<file path="src/sv/nps_pkg.sv">
// Shared types and constants for the nearest particle grid sampler.
// Depends on nothing; every other file of the block refers to it by scoped names.
package nps_pkg;

    // Store geometry.
    localparam int MAX_PARTICLES = 1024;
    localparam int IDX_W         = $clog2(MAX_PARTICLES);
    localparam int CNT_W         = IDX_W + 1;

    // Number formats.
    localparam int POS_W           = 16;
    localparam int DEN_W           = 16;
    localparam int COORD_FRAC_BITS = 14;
    localparam int STEP_W          = $clog2(COORD_FRAC_BITS);
    localparam int LAT_W           = 10;
    localparam int GRID_W          = 11;
    localparam int DIST_W          = 32;
    localparam int DIFF_W          = POS_W;
    localparam int SQ_W            = 2 * DIFF_W;
    localparam int SUM_W           = SQ_W + 2;

    // Register defaults.
    localparam logic [GRID_W-1:0] GRID_SIZE_RESET = GRID_W'(64);
    localparam logic [DIST_W-1:0] MAX_DIST_RESET  = DIST_W'(107584);

    // Command queue between front and back.
    localparam int QUEUE_DEPTH = 4;
    localparam int QPTR_W      = $clog2(QUEUE_DEPTH);

    // Configuration register indexes.
    localparam int CFG_IDX_W = 2;
    typedef enum logic [CFG_IDX_W-1:0] {
        CFG_GRID_SIZE = 2'd0,
        CFG_MAX_DIST  = 2'd1
    } cfg_index_t;

    // Item operation codes.
    typedef enum logic [1:0] {
        OP_CLEAR = 2'd0,
        OP_LOAD  = 2'd1,
        OP_QUERY = 2'd2
    } op_t;

    // Command handed from the front to the back. For a load the three
    // positions hold x, y, z; for a query they hold the lattice coordinates.
    typedef struct packed {
        op_t                    op;
        logic signed [POS_W-1:0] a;
        logic signed [POS_W-1:0] b;
        logic signed [POS_W-1:0] c;
        logic [DEN_W-1:0]       density;
    } cmd_t;

    // One store entry.
    typedef struct packed {
        logic signed [POS_W-1:0] x;
        logic signed [POS_W-1:0] y;
        logic signed [POS_W-1:0] z;
        logic [DEN_W-1:0]       density;
    } particle_t;

endpackage

</file>
<file path="src/sv/nps_queue.sv">
// Short command queue that decouples the front from the back.
// Depends on nps_pkg for the command type and depth.
module nps_queue (
    input  logic           clk,
    input  logic           rst_n,
    input  logic           push,
    input  nps_pkg::cmd_t  push_data,
    input  logic           pop,
    output nps_pkg::cmd_t  head,
    output logic           full,
    output logic           empty
);

    nps_pkg::cmd_t                entries [nps_pkg::QUEUE_DEPTH];
    logic [nps_pkg::QPTR_W-1:0]   wr_ptr_reg, wr_ptr_next;
    logic [nps_pkg::QPTR_W-1:0]   rd_ptr_reg, rd_ptr_next;
    logic [nps_pkg::QPTR_W:0]     fill_reg, fill_next;
    logic                         do_push;
    logic                         do_pop;

    // Status and guarded strobes.
    assign full    = (fill_reg == (nps_pkg::QPTR_W+1)'(nps_pkg::QUEUE_DEPTH));
    assign empty   = (fill_reg == '0);
    assign do_push = push && !full;
    assign do_pop  = pop && !empty;
    assign head    = entries[rd_ptr_reg];

    // Pointer and fill updates.
    always_comb
    begin
        wr_ptr_next = do_push ? wr_ptr_reg + 1'b1 : wr_ptr_reg;
        rd_ptr_next = do_pop ? rd_ptr_reg + 1'b1 : rd_ptr_reg;
        fill_next   = fill_reg;
        if (do_push && !do_pop)
        begin
            fill_next = fill_reg + 1'b1;
        end
        else if (do_pop && !do_push)
        begin
            fill_next = fill_reg - 1'b1;
        end
    end

    always_ff @(posedge clk or negedge rst_n)
    begin
        if (!rst_n)
        begin
            wr_ptr_reg <= '0;
            rd_ptr_reg <= '0;
            fill_reg   <= '0;
        end
        else
        begin
            wr_ptr_reg <= wr_ptr_next;
            rd_ptr_reg <= rd_ptr_next;
            fill_reg   <= fill_next;
        end
    end

    // Entry storage needs no reset.
    always_ff @(posedge clk)
    begin
        if (do_push)
        begin
            entries[wr_ptr_reg] <= push_data;
        end
    end

endmodule

</file>
<file path="config.mk">
export PLATFORM = sky130hd
export DESIGN_NAME = nps_queue
export DESIGN_NICKNAME = d
export VERILOG_FILES = /design/src/sv/nps_pkg.sv /design/src/sv/nps_queue.sv
export SDC_FILE = /design/constraint.sdc
export NUM_CORES = 1
export LEC_CHECK = 0
export BUFFER_PORTS_ARGS = -buffer_cell sky130_fd_sc_hd__buf_2
export CORE_MARGIN = 3
export CORE_UTILIZATION = 50
export CTS_BUF_LIST = sky130_fd_sc_hd__clkbuf_2 sky130_fd_sc_hd__clkbuf_4 sky130_fd_sc_hd__clkbuf_8
export DETAILED_ROUTE_END_ITERATION = 8
export PLACE_DENSITY_LB_ADDON = 0.1
export SETUP_SLACK_MARGIN = 0.3
export SYNTH_ARGS = -nofsm -noshare
export SYNTH_HDL_FRONTEND = slang
export SYNTH_SLANG_ARGS = --single-unit
</file>
<file path="constraint.sdc">
create_clock -name clk -period 2.7 [get_ports clk]
set_input_delay 0.135 -clock clk [delete_from_list [all_inputs] [get_ports clk]]
set_output_delay 0.135 -clock clk [all_outputs]
set_load 0.005 [all_outputs]
</file>
==> summary.md <==
| Metric | Value |
|---|---|
| Status | completed |
| TritonCTS Buffers | 43 |
| Most frequent cells in the layout | edfxtp_1, buf_2, dlygate4sd3_1, mux4_2, clkbuf_8 |
| Clock Sink Count | 271 |
| Layout fillers | around 1300 |
| Post-DP HPWL | 10500 microns |
| Actual slew at the worst max-slew pin | 0.471 ns |
| Startpoint Class | register |
| H-tree levels | 2 |
| TritonRoute pass-1 iters | 4 |
| Tot GR Track Use | 0.174 |
| Vias in the first global route | 5368 |
| Mux cell area share after synthesis | 0.151 |
| Met2 wire length | 9120 microns |
| Area share of fa/ha/maj cells after synthesis | 0.00829 |
| Endpoints failing setup | 0 |
| Final Cycle Share | 0.839 |
| Initial DRC count | 191 |
| Fin nets | 710 |
| Clock-pin transition on the worst setup and hold timing paths | 0.06 ns |
| Crit Path Max Fanout | 15 |
| Ratio of cells with drive above 1 in the final layout | 0.440 |
| Seq cells post-synth | ~270 |
| Largest family of logic cells by synthesized area | multiplexers |
| Initial core utilization | 0.520 |
| Syn. warnings | 0 |
| Post-Route Utilization | 0.658 |
| GPL Wtd Cong | 0.725 |
| Top achievable clock speed | 0.441 GHz |
| Final ANT Viol Nets | 0 |
| Clk_lat worst skew | 0.52 ns |
| CTS max path bufs | 3 |
| Min-delay worst type | in2reg |
| CP top delay family | flip-flops |
| WL met1 | 7830 microns |
| Area of the mapped netlist | 0.00996 sq mm |
| GRT overflow | 0 |
| Mapped Cells | 381 |
| CTS tree | yes |
| Arrival @ worst endpoint | 2.13 ns |
| Cell Area, Placed | 0.0111 sq mm |
| Final Skew | approximately 0.012 ns |
| Pins over their slew limit | 0 |
| Most common cell after layout, fill and taps aside | edfxtp_1 |
| CP required | 2.57 ns |
| Worst-path cell chain | buf_4, mux4_2, buf_2 |
| Post-CTS Resized | 0 |
| Synth Net Count | roughly 460 |
| Slowest-stage cell, CP | dfrtp_4 |
| Total Neg Setup Slack | 0 ns |
| Crit Path Category | reg2out |
| Vias/cell | 5.14 |
| WL final | 18200 microns |
| FP Rows | 50 |
| Wire per inst | around 20 microns |
| CTS root buf | clkbuf_8 |
| Pwr per Cell Area | 1020 mW/mm^2 |
| DIE AREA | roughly 0.022 sq mm |
| Area Growth Syn to Fin | 26.4% |
| Pin count of the biggest net entering global routing | 36 |
| Met3 wire length | 958 microns |
| Post-synth cell types | 21 |
| Max_cap viols | 0 |
| Syn avg cell area | 26.1 sq um |
| Slew HR | 0.686 |
| Vias | between 4000 and 5000 |
| Max stage delay on crit path | roughly 0.64 ns |
| Final hold slack | ~0.20 ns |
| Leakage power | 0.00443 uW |
| Ant diodes | 0 |
| Die X | 147 microns |
| Synth Area in Compound Gates | 0 |
| RSZ-0062 raised after global routing | false |
| Endpoints failing hold | 0 |
| Post-synthesis xor/xnor area fraction | 0.00528 |
| Max reg flops | 264 |
| Fin crit period | around 2.3 ns |
| Core outline area | 0.0191 sq mm |
| Antenna violations before repair | 0 |
| IO buf count | 137 |
| Chip Height | roughly 150 microns |
| Sequential share of the synthesized area | 0.813 |
| Synth Area in Simple Gates | 0.00628 |
| Post-route cell area | 0.0126 sq mm |
| Peak VDD IR | 585 uV |
| First-pass GRT wire length | 29100 microns |
| # IOs | 138 |
| Highest metal used | met4 |
| CP endpoint kind | output port |
| Worst Path Buf+Inv | 2 |
| DRC | 0 |
==> repair_timing <==
item	CTS	global route
setup buffers	1	0
endpoints found under the setup margin	44	0
hold buffers	69	0
endpoints found under the hold margin	273	0
==> worst register-to-register path: cells and delay by family, from the launching register on <==
family / cells / cell delay, ns
xor+xnor: 2 / 0.34
fa+ha+maj: 2 / 0.57
buf+inv: 1 / 0.06
flops: 1 / 0.44
simple gates: 3 / 0.71
==> cells in the mapped netlist <==
cell / count / share of area
and2_1: 4 / 0.0025
nand3_1: 1 / 0.00050
buf_4: 4 / 0.0030
mux2_2: 2 / 0.0023
ha_1: 5 / 0.0063
xnor2_1: 4 / 0.0035
or3_1: 1 / 0.00063
xor2_1: 2 / 0.0018
nor2_1: 1 / 0.00038
buf_12: 3 / 0.0060
nand2_1: 1 / 0.00038
fa_1: 1 / 0.0020
buf_1: 3 / 0.0011
edfxtp_1: 264 / 0.80
dfrtp_1: 7 / 0.018
buf_6: 1 / 0.0011
inv_1: 4 / 0.0015
mux4_2: 66 / 0.15
nor2b_1: 1 / 0.00063
buf_2: 5 / 0.0025
nor3b_2: 1 / 0.0013
==> cells by family after synthesis <==
family,after synthesis
xor+xnor,6
flops,271
buf+inv,20
fa+ha+maj,6
mux,68
simple gates,10
==> final cells by class <==
| type | count | area (sq um) | share of cell area |
|---|---|---|---|
| clock buffers | 58 | 729 | 0.0579 |
| clock inverters | 17 | 93.8 | 0.00745 |
| inverters | 4 | 15.0 | 0.00119 |
| multi-input cells | 90 | 1720 | 0.136 |
| flip-flops and latches | 271 | 8110 | 0.644 |
| well taps | 260 | 325 | 0.0258 |
| repair buffers | 224 | 1600 | 0.127 |
==> metal layers <==
metal  global-route usage  vias up
li1                     -     2145
met1                0.238     2440
met2                0.282      138
met3               0.0382       28
met4               0.0587        0
met5                    0        -
==> path summary, 6_finish.rpt <==
path                                            from                   endpoint  slack [ns]  cells after the start
max in group asynchronous                      rst_n  rd_ptr_reg[0]$_DFFE_PN0P_        1.85                      3
max reg2reg                  fill_reg[0]$_DFFE_PN0P_    fill_reg[2]$_DFFE_PN0P_        0.50                      8
min reg2reg                  fill_reg[2]$_DFFE_PN0P_    fill_reg[2]$_DFFE_PN0P_        0.51                      1
min in group asynchronous                      rst_n    fill_reg[1]$_DFFE_PN0P_        0.57                      3
min                                             push  wr_ptr_reg[0]$_DFFE_PN0P_        0.20                      4
max                        rd_ptr_reg[0]$_DFFE_PN0P_                   head[43]        0.43                      3
==> report_power, final <==
part	internal (uW)	switching, uW
Sequential	5570	312
Combinational	1920	1730
Clock	1840	1440
==> metrics by stage <==
stage / std cells / total power (uW) / setup WS [ns]
floorplan: 381 / 8120 / 0.625
global placement: 779 / 9520 / 0.662
detailed placement: 779 / 9600 / 0.527
CTS: 924 / 13100 / 0.362
global route: 924 / 13500 / 0.316
finish: 924 / 12800 / 0.434
Power figures use the tool's default switching activity.
