### src/sv/nps_pkg.sv
// Shared types and constants for the nearest particle grid sampler.
// Depends on nothing; every other file of the block refers to it by scoped names.
package nps_pkg;

    // Store geometry.
    localparam int MAX_PARTICLES = 1024;
    localparam int IDX_W         = $clog2(MAX_PARTICLES);
    localparam int CNT_W         = IDX_W + 1;

    // Number formats.
    localparam int POS_W           = 16;
    localparam int DEN_W           = 16;
    localparam int COORD_FRAC_BITS = 14;
    localparam int STEP_W          = $clog2(COORD_FRAC_BITS);
    localparam int LAT_W           = 10;
    localparam int GRID_W          = 11;
    localparam int DIST_W          = 32;
    localparam int DIFF_W          = POS_W;
    localparam int SQ_W            = 2 * DIFF_W;
    localparam int SUM_W           = SQ_W + 2;

    // Register defaults.
    localparam logic [GRID_W-1:0] GRID_SIZE_RESET = GRID_W'(64);
    localparam logic [DIST_W-1:0] MAX_DIST_RESET  = DIST_W'(107584);

    // Command queue between front and back.
    localparam int QUEUE_DEPTH = 4;
    localparam int QPTR_W      = $clog2(QUEUE_DEPTH);

    // Configuration register indexes.
    localparam int CFG_IDX_W = 2;
    typedef enum logic [CFG_IDX_W-1:0] {
        CFG_GRID_SIZE = 2'd0,
        CFG_MAX_DIST  = 2'd1
    } cfg_index_t;

    // Item operation codes.
    typedef enum logic [1:0] {
        OP_CLEAR = 2'd0,
        OP_LOAD  = 2'd1,
        OP_QUERY = 2'd2
    } op_t;

    // Command handed from the front to the back. For a load the three
    // positions hold x, y, z; for a query they hold the lattice coordinates.
    typedef struct packed {
        op_t                    op;
        logic signed [POS_W-1:0] a;
        logic signed [POS_W-1:0] b;
        logic signed [POS_W-1:0] c;
        logic [DEN_W-1:0]       density;
    } cmd_t;

    // One store entry.
    typedef struct packed {
        logic signed [POS_W-1:0] x;
        logic signed [POS_W-1:0] y;
        logic signed [POS_W-1:0] z;
        logic [DEN_W-1:0]       density;
    } particle_t;

endpackage

### src/sv/nps_item_if.sv
// Input item channel of the nearest particle grid sampler.
// Depends on nps_pkg for field widths.
interface nps_item_if;
    logic                                 valid;
    logic                                 ready;
    logic [1:0]                           operation;
    logic signed [nps_pkg::POS_W-1:0]     pos_x;
    logic signed [nps_pkg::POS_W-1:0]     pos_y;
    logic signed [nps_pkg::POS_W-1:0]     pos_z;
    logic [nps_pkg::DEN_W-1:0]            particle_density;
    logic [nps_pkg::LAT_W-1:0]            grid_i;
    logic [nps_pkg::LAT_W-1:0]            grid_j;
    logic [nps_pkg::LAT_W-1:0]            grid_k;

    modport source (
        output valid, operation, pos_x, pos_y, pos_z, particle_density,
               grid_i, grid_j, grid_k,
        input  ready
    );
    modport sink (
        input  valid, operation, pos_x, pos_y, pos_z, particle_density,
               grid_i, grid_j, grid_k,
        output ready
    );
endinterface

### src/sv/nps_cfg_if.sv
// Configuration write channel of the nearest particle grid sampler.
// Depends on nps_pkg for the index and data widths.
interface nps_cfg_if;
    logic                              valid;
    logic                              ready;
    logic [nps_pkg::CFG_IDX_W-1:0]     index;
    logic [nps_pkg::DIST_W-1:0]        data;

    modport source (
        output valid, index, data,
        input  ready
    );
    modport sink (
        input  valid, index, data,
        output ready
    );
endinterface

### src/sv/nps_front.sv
// Front part: configuration registers, item intake, and the serial dividers
// that turn lattice indices into coordinates. Depends on nps_pkg and the
// item and configuration interfaces.
module nps_front (
    input  logic                          clk,
    input  logic                          rst_n,
    nps_item_if.sink                      item,
    nps_cfg_if.sink                       cfg,
    output logic                          push,
    output nps_pkg::cmd_t                 push_data,
    input  logic                          queue_full,
    output logic [nps_pkg::DIST_W-1:0]    max_distance_sq
);

    typedef enum logic [1:0] {
        F_IDLE,
        F_DIV,
        F_PUSH
    } front_state_t;

    localparam int GW = nps_pkg::GRID_W;
    localparam int QW = nps_pkg::COORD_FRAC_BITS;

    front_state_t                     state_reg;
    logic [nps_pkg::STEP_W-1:0]       step_reg;
    logic [GW-1:0]                    grid_size_reg;
    logic [nps_pkg::DIST_W-1:0]       max_dist_reg;
    logic [GW-1:0]                    divisor_reg;
    logic [GW-1:0]                    rem_x_reg, rem_y_reg, rem_z_reg;
    logic [QW-1:0]                    quo_x_reg, quo_y_reg, quo_z_reg;
    logic [GW-1:0]                    divisor_next;
    logic [GW:0]                      step_x, step_y, step_z;
    logic                             accept;
    nps_pkg::op_t                     item_op;

    // Clamp an index to the last lattice point.
    function automatic logic [GW-1:0] sat_index(
        input logic [nps_pkg::LAT_W-1:0] idx,
        input logic [GW-1:0]             n
    );
        logic [GW-1:0] wide;
        wide = {1'b0, idx};
        if (wide >= n)
        begin
            return n - 1'b1;
        end
        return wide;
    endfunction

    // One restoring division step: quotient bit on top, new remainder below.
    function automatic logic [GW:0] div_step(
        input logic [GW-1:0] rem,
        input logic [GW-1:0] n
    );
        logic [GW:0] shifted;
        logic [GW:0] diff;
        shifted = {rem, 1'b0};
        diff    = shifted - {1'b0, n};
        if (shifted >= {1'b0, n})
        begin
            return {1'b1, diff[GW-1:0]};
        end
        return {1'b0, shifted[GW-1:0]};
    endfunction

    // Configuration port is always ready.
    assign cfg.ready       = 1'b1;
    assign max_distance_sq = max_dist_reg;

    always_ff @(posedge clk or negedge rst_n)
    begin
        if (!rst_n)
        begin
            grid_size_reg <= nps_pkg::GRID_SIZE_RESET;
            max_dist_reg  <= nps_pkg::MAX_DIST_RESET;
        end
        else if (cfg.valid)
        begin
            unique case (nps_pkg::cfg_index_t'(cfg.index))
                nps_pkg::CFG_GRID_SIZE: grid_size_reg <= cfg.data[GW-1:0];
                nps_pkg::CFG_MAX_DIST:  max_dist_reg  <= cfg.data;
                default: ;
            endcase
        end
    end

    // Intake handshake and classification.
    assign item.ready   = (state_reg == F_IDLE) && !queue_full;
    assign accept       = item.valid && item.ready;
    assign item_op      = nps_pkg::op_t'(item.operation);
    assign divisor_next = (grid_size_reg == '0) ? GW'(1) : grid_size_reg;

    assign step_x = div_step(rem_x_reg, divisor_reg);
    assign step_y = div_step(rem_y_reg, divisor_reg);
    assign step_z = div_step(rem_z_reg, divisor_reg);

    // Queue write: loads and clears go straight in, queries after division.
    always_comb
    begin
        push      = 1'b0;
        push_data = '0;
        if (state_reg == F_PUSH)
        begin
            push              = !queue_full;
            push_data.op      = nps_pkg::OP_QUERY;
            push_data.a       = $signed({{(nps_pkg::POS_W-QW){1'b0}}, quo_x_reg});
            push_data.b       = $signed({{(nps_pkg::POS_W-QW){1'b0}}, quo_y_reg});
            push_data.c       = $signed({{(nps_pkg::POS_W-QW){1'b0}}, quo_z_reg});
        end
        else
        begin
            push_data.op      = item_op;
            push_data.a       = item.pos_x;
            push_data.b       = item.pos_y;
            push_data.c       = item.pos_z;
            push_data.density = item.particle_density;
            push = accept
                && (item.operation == nps_pkg::OP_CLEAR || item.operation == nps_pkg::OP_LOAD);
        end
    end

    // Front sequencer.
    always_ff @(posedge clk or negedge rst_n)
    begin
        if (!rst_n)
        begin
            state_reg <= F_IDLE;
            step_reg  <= '0;
        end
        else
        begin
            unique case (state_reg)
                F_IDLE:
                begin
                    step_reg <= '0;
                    if (accept && item.operation == nps_pkg::OP_QUERY)
                    begin
                        state_reg <= F_DIV;
                    end
                end
                F_DIV:
                begin
                    step_reg <= step_reg + 1'b1;
                    if (step_reg == nps_pkg::STEP_W'(QW - 1))
                    begin
                        state_reg <= F_PUSH;
                    end
                end
                F_PUSH:
                begin
                    if (!queue_full)
                    begin
                        state_reg <= F_IDLE;
                    end
                end
                default: state_reg <= F_IDLE;
            endcase
        end
    end

    // Divider datapath: k gives x, j gives y, i gives z.
    always_ff @(posedge clk)
    begin
        if (state_reg == F_IDLE)
        begin
            divisor_reg <= divisor_next;
            rem_x_reg   <= sat_index(item.grid_k, divisor_next);
            rem_y_reg   <= sat_index(item.grid_j, divisor_next);
            rem_z_reg   <= sat_index(item.grid_i, divisor_next);
            quo_x_reg   <= '0;
            quo_y_reg   <= '0;
            quo_z_reg   <= '0;
        end
        else if (state_reg == F_DIV)
        begin
            rem_x_reg <= step_x[GW-1:0];
            rem_y_reg <= step_y[GW-1:0];
            rem_z_reg <= step_z[GW-1:0];
            quo_x_reg <= {quo_x_reg[QW-2:0], step_x[GW]};
            quo_y_reg <= {quo_y_reg[QW-2:0], step_y[GW]};
            quo_z_reg <= {quo_z_reg[QW-2:0], step_z[GW]};
        end
    end

endmodule

### src/flat_wrapper.sv
// flat-port wrapper written by rule: the top's interface ports become plain ports
module nps_front_flat 
  (clk, rst_n, push, push_data, queue_full, max_distance_sq, item_valid, item_operation, item_pos_x, item_pos_y, item_pos_z, item_particle_density, item_grid_i, item_grid_j, item_grid_k, item_ready, cfg_valid, cfg_index, cfg_data, cfg_ready);
  nps_item_if item_i ();
  nps_cfg_if cfg_i ();
  input  logic clk;
  input  logic rst_n;
  output logic push;
  output nps_pkg::cmd_t push_data;
  input  logic queue_full;
  output logic [nps_pkg::DIST_W-1:0] max_distance_sq;
  input wire logic [$bits(item_i.valid)-1:0] item_valid;
  input wire logic [$bits(item_i.operation)-1:0] item_operation;
  input wire logic [$bits(item_i.pos_x)-1:0] item_pos_x;
  input wire logic [$bits(item_i.pos_y)-1:0] item_pos_y;
  input wire logic [$bits(item_i.pos_z)-1:0] item_pos_z;
  input wire logic [$bits(item_i.particle_density)-1:0] item_particle_density;
  input wire logic [$bits(item_i.grid_i)-1:0] item_grid_i;
  input wire logic [$bits(item_i.grid_j)-1:0] item_grid_j;
  input wire logic [$bits(item_i.grid_k)-1:0] item_grid_k;
  output wire logic [$bits(item_i.ready)-1:0] item_ready;
  input wire logic [$bits(cfg_i.valid)-1:0] cfg_valid;
  input wire logic [$bits(cfg_i.index)-1:0] cfg_index;
  input wire logic [$bits(cfg_i.data)-1:0] cfg_data;
  output wire logic [$bits(cfg_i.ready)-1:0] cfg_ready;
  assign item_i.valid = item_valid;
  assign item_i.operation = item_operation;
  assign item_i.pos_x = item_pos_x;
  assign item_i.pos_y = item_pos_y;
  assign item_i.pos_z = item_pos_z;
  assign item_i.particle_density = item_particle_density;
  assign item_i.grid_i = item_grid_i;
  assign item_i.grid_j = item_grid_j;
  assign item_i.grid_k = item_grid_k;
  assign item_ready = item_i.ready;
  assign cfg_i.valid = cfg_valid;
  assign cfg_i.index = cfg_index;
  assign cfg_i.data = cfg_data;
  assign cfg_ready = cfg_i.ready;
  nps_front u_core (.clk(clk), .rst_n(rst_n), .item(item_i), .cfg(cfg_i), .push(push), .push_data(push_data), .queue_full(queue_full), .max_distance_sq(max_distance_sq));
endmodule
### config.mk
export PLATFORM = sky130hd
export DESIGN_NAME = nps_front_flat
export DESIGN_NICKNAME = d
export VERILOG_FILES = /design/src/sv/nps_pkg.sv /design/src/sv/nps_item_if.sv /design/src/sv/nps_cfg_if.sv /design/src/sv/nps_front.sv /design/src/flat_wrapper.sv
export SDC_FILE = /design/constraint.sdc
export NUM_CORES = 1
export LEC_CHECK = 0
export BUFFER_PORTS_ARGS = -buffer_cell sky130_fd_sc_hd__buf_2
export CORE_ASPECT_RATIO = 1.5
export CORE_MARGIN = 2
export CORE_UTILIZATION = 54
export CTS_CLUSTER_DIAMETER = 40
export CTS_CLUSTER_SIZE = 10
export DETAILED_ROUTE_END_ITERATION = 12
export PLACE_DENSITY = 0.81
export SETUP_SLACK_MARGIN = 0.1
export SYNTH_ARGS = -nofsm -noshare
export SYNTH_HDL_FRONTEND = slang
export SYNTH_SLANG_ARGS = --single-unit
### constraint.sdc
create_clock -name clk -period 3.5 [get_ports clk]
set_input_delay 0.175 -clock clk [delete_from_list [all_inputs] [get_ports clk]]
set_output_delay 0.175 -clock clk [all_outputs]
set_load 0.03 [all_outputs]
==> results.sh <==
export IMPL_busiest_layer="met2"
export IMPL_cpMostUsedCell="o21ai_0"
export IMPL_p_switching_uw=4120
export IMPL_num_nets_final=1394
export IMPL_cts_sinks=135
export IMPL_grt_pass1_vias=8055
export IMPL_synth_main_ff_cell="edfxtp_1"
export IMPL_gp_congestion=0.933
export IMPL_vias=8209
export IMPL_p_int_uw=5430
export IMPL_hp_class="in -> reg"
export IMPL_hold_violations=0
export IMPL_initial_core_util_pct=55.3
export IMPL_cts_buffers=17
export IMPL_ant_nets=0
export IMPL_hold_path_startpoint="cfg_data[7]"
export IMPL_seq_power_share_pct=27.9
export IMPL_final_period_utilization_pct=93.4
export IMPL_syn_area_per_cell_sq_um=9.51
export IMPL_syn2layout_area_growth_pct=24.7
export IMPL_clockBufferDepth=2
export IMPL_ios=236
export IMPL_layout_common_cells="234 x buf_2, 115 x nand2_1, 88 x o21ai_0"
export IMPL_h_tree_depth=4
export IMPL_critical_path_class="reg -> reg"
export IMPL_worst_slew_pin_slew_ps=730
export IMPL_arrival_ps=3440
export IMPL_final_common_cell="buf_2"
export IMPL_cp_required_ps=3670
export IMPL_skew_ps=11.7
export IMPL_grt_overflow_total=0
export IMPL_drtPass1Iterations=5
export IMPL_setup_viol=0
export IMPL_die_area_sq_mm=0.0177
export IMPL_path_cells="nor4_2, and4_1, a21o_1, ha_1, nand2b_1, a211oi_1, o21ai_0, a41oi_2, o21ai_0, o221a_2"
export IMPL_end_kind="flip-flop"
export IMPL_rsz0062_at_grt="false"
export IMPL_grt_use_met3_pct=5.74
export IMPL_p_clk_share_pct=18.5
export IMPL_yosys_register_bits=135
export IMPL_track_usage_pct=28.7
export IMPL_syn_inst=945
export IMPL_synth_edf_count=44
export IMPL_grt_max_degree=90
export IMPL_relSlewSlack_pct=51.0
export IMPL_viasPerCell=5.83
export IMPL_diodes=0
export IMPL_fillCellCount=1186
export IMPL_root_buffer="clkbuf_16"
export IMPL_startpoint="u_core.grid_size_reg[7]$_DFFE_PN0P_"
export IMPL_wl_um=25500
export IMPL_setup_tns_ps=0
export IMPL_ir_worst_vdd_mv=0.428
export IMPL_drive_above_1_share_pct=32.5
export IMPL_tritoncts="built"
export IMPL_fmax_mhz=306
export IMPL_met1_usage_pct=29.8
export IMPL_syn_area_sq_mm=0.00898
export IMPL_coreArea_sq_mm=0.0163
export IMPL_die_w_um=109
export IMPL_power_density_mw_per_mm2=851
export IMPL_rows=57
export IMPL_swShare_pct=43.1
export IMPL_status="complete, no violations"
export IMPL_cp_slowest_cell="dfrtp_1"
export IMPL_power_frac_comb_pct=53.6
export IMPL_final_core_util_pct=68.9
export IMPL_largest_reg_flops=32
export IMPL_insertion_delay_ps=420
export IMPL_worst_path_max_fanout=10
export IMPL_yosysUniqueCellTypes=76
export IMPL_yosysSeqAreaShare_pct=37.8
export IMPL_post_route_min_period_ps=3270
export IMPL_slew_violations=0
export IMPL_grt_antenna_before_repair=0
export IMPL_async_reset_ff_share_pct=36.3
export IMPL_io_buffers=234
export IMPL_rrSetupSlack_ps=230
export IMPL_path_clk_slew_ps=60
export IMPL_cp_top_family="compound AO/OA/AOI/OAI gates"
export IMPL_r2r_start="u_core.grid_size_reg[7]$_DFFE_PN0P_"
export IMPL_max_stage_delay_ps=440
export IMPL_die_height_um=162
export IMPL_cp_start_kind="flip-flop"
export IMPL_drc=0
export IMPL_hpwl_um=19200
export IMPL_syn_num_nets=1149
export IMPL_grt_use_met2_pct=51.7
export IMPL_critPathBufInv=0
export IMPL_yosysWarnings=0
export IMPL_detail_route_wl_per_cell_um=18.1
export IMPL_cap_violations=0
export IMPL_dr_first_iter_drc_count=346
export IMPL_p_leak_uw=0.00493
export IMPL_postCtsSetupRepairBufs=0
export IMPL_grt_pass1_wl_um=39300
-- synthesized netlist by cell type (4+ instances only) --
cell type  instances  area [sq um]
nand2_1          115           432
o21ai_0           89           445
mux2_2            78           878
ha_1              66           826
edfxtp_1          44          1320
dfrtp_1           43          1080
dfxtp_1           42           841
inv_1             41           154
nor2_1            41           154
clkbuf_1          38           143
and2_1            27           169
nor3_1            27           135
a211oi_1          26           195
nand3_1           25           125
o211ai_1          25           188
a21oi_1           24           120
mux2i_1           20           200
xnor2_1           14           123
o21a_1            12          90.1
o221ai_1          10          87.6
a21o_1             8          60.1
nand2b_1           7          43.8
buf_1              6          22.5
dfstp_2            6           158
nor2b_1            6          37.5
nor4_1             5          31.3
o31ai_1            5          37.5
a31oi_1            4          25.0
and3_1             4          25.0
buf_2              4          20.0
o221a_2            4          45.0
-- worst paths after layout --
kind,depth (start not counted),end
max,10,u_core.rem_z_reg[7]$_DFFE_PP_
min,3,u_core.grid_size_reg[7]$_DFFE_PN0P_
max reg2reg,10,u_core.rem_z_reg[7]$_DFFE_PP_
min reg2reg,2,u_core.quo_y_reg[13]$_SDFFE_PP0P_
max in group asynchronous,3,u_core.max_distance_sq[6]$_DFFE_PN1P_
min in group asynchronous,2,u_core.max_distance_sq[17]$_DFFE_PN0P_
-- through the flow --
| step | setup slack [ps] | instances | instance area, sq um | hold WS (ps) | power, uW |
|---|---|---|---|---|---|
| 6_report | 230 | 1409 | 11200 | 13.5 | 9540 |
| 5_1_grt | 98.3 | 1409 | 11200 | 21.0 | 10100 |
| 4_1_cts | 129 | 1409 | 11200 | 3.27 | 9490 |
| 3_5_place_dp | 201 | 1346 | 10300 | 198 | 7640 |
| 3_3_place_gp | 339 | 1346 | 10300 | 195 | 7530 |
| 2_1_floorplan | 589 | 945 | 8980 | -121 | 6440 |
-- tightest hold or removal path: stages --
cell and delay [ps]:
buf_2 110, nand2_1 50, o21ai_0 60
-- power groups by stage --
stage / Sequential, uW / Combinational [uW] / Clock [uW]
global route: 2710 / 5580 / 1850
floorplan: 2690 / 3740 / 0
finish: 2660 / 5110 / 1770
detailed placement: 2670 / 4970 / 0
CTS: 2650 / 5050 / 1790
global placement: 2660 / 4870 / 0
-- timing repair --
item / CTS / global route
hold buffers: 31 / 0
endpoints found under the setup margin: 0 / 28
hold endpoints to repair: 55 / 0
gates resized for setup: 0 / 2
-- logic make-up after synthesis --
family                     synth area share, %
muxes                                     12.0
other                                   0.0417
buffers and inverters                     4.40
xor gates and xnor gates                  1.56
adders and majority gates                 9.86
AOI/OAI and AO/OA                         19.6
DFF                                       37.8
and+or+nand+nor                           14.7
-- area by class of cell --
cell class | instances | area [sq um] | share of cell area (%)
multi-input combinational | 714 | 5210 | 46.5
sequential | 135 | 3400 | 30.3
clock inverter | 14 | 134 | 1.19
clock buffer | 18 | 450 | 4.02
inverter | 43 | 161 | 1.44
tap | 206 | 258 | 2.30
timing repair buffer | 279 | 1600 | 14.3
-- routing by layer --
metal | part of all wire, % | wire length [um] | vias to the layer above
met1 | 36 | 9190 | 3764
met4 | 6.1 | 1560 | 0
met5 | 0 | 0 | -
met2 | 51 | 13000 | 378
met3 | 6.8 | 1740 | 88
li1 | - | - | 3979
(Power assumes the default switching activity.)
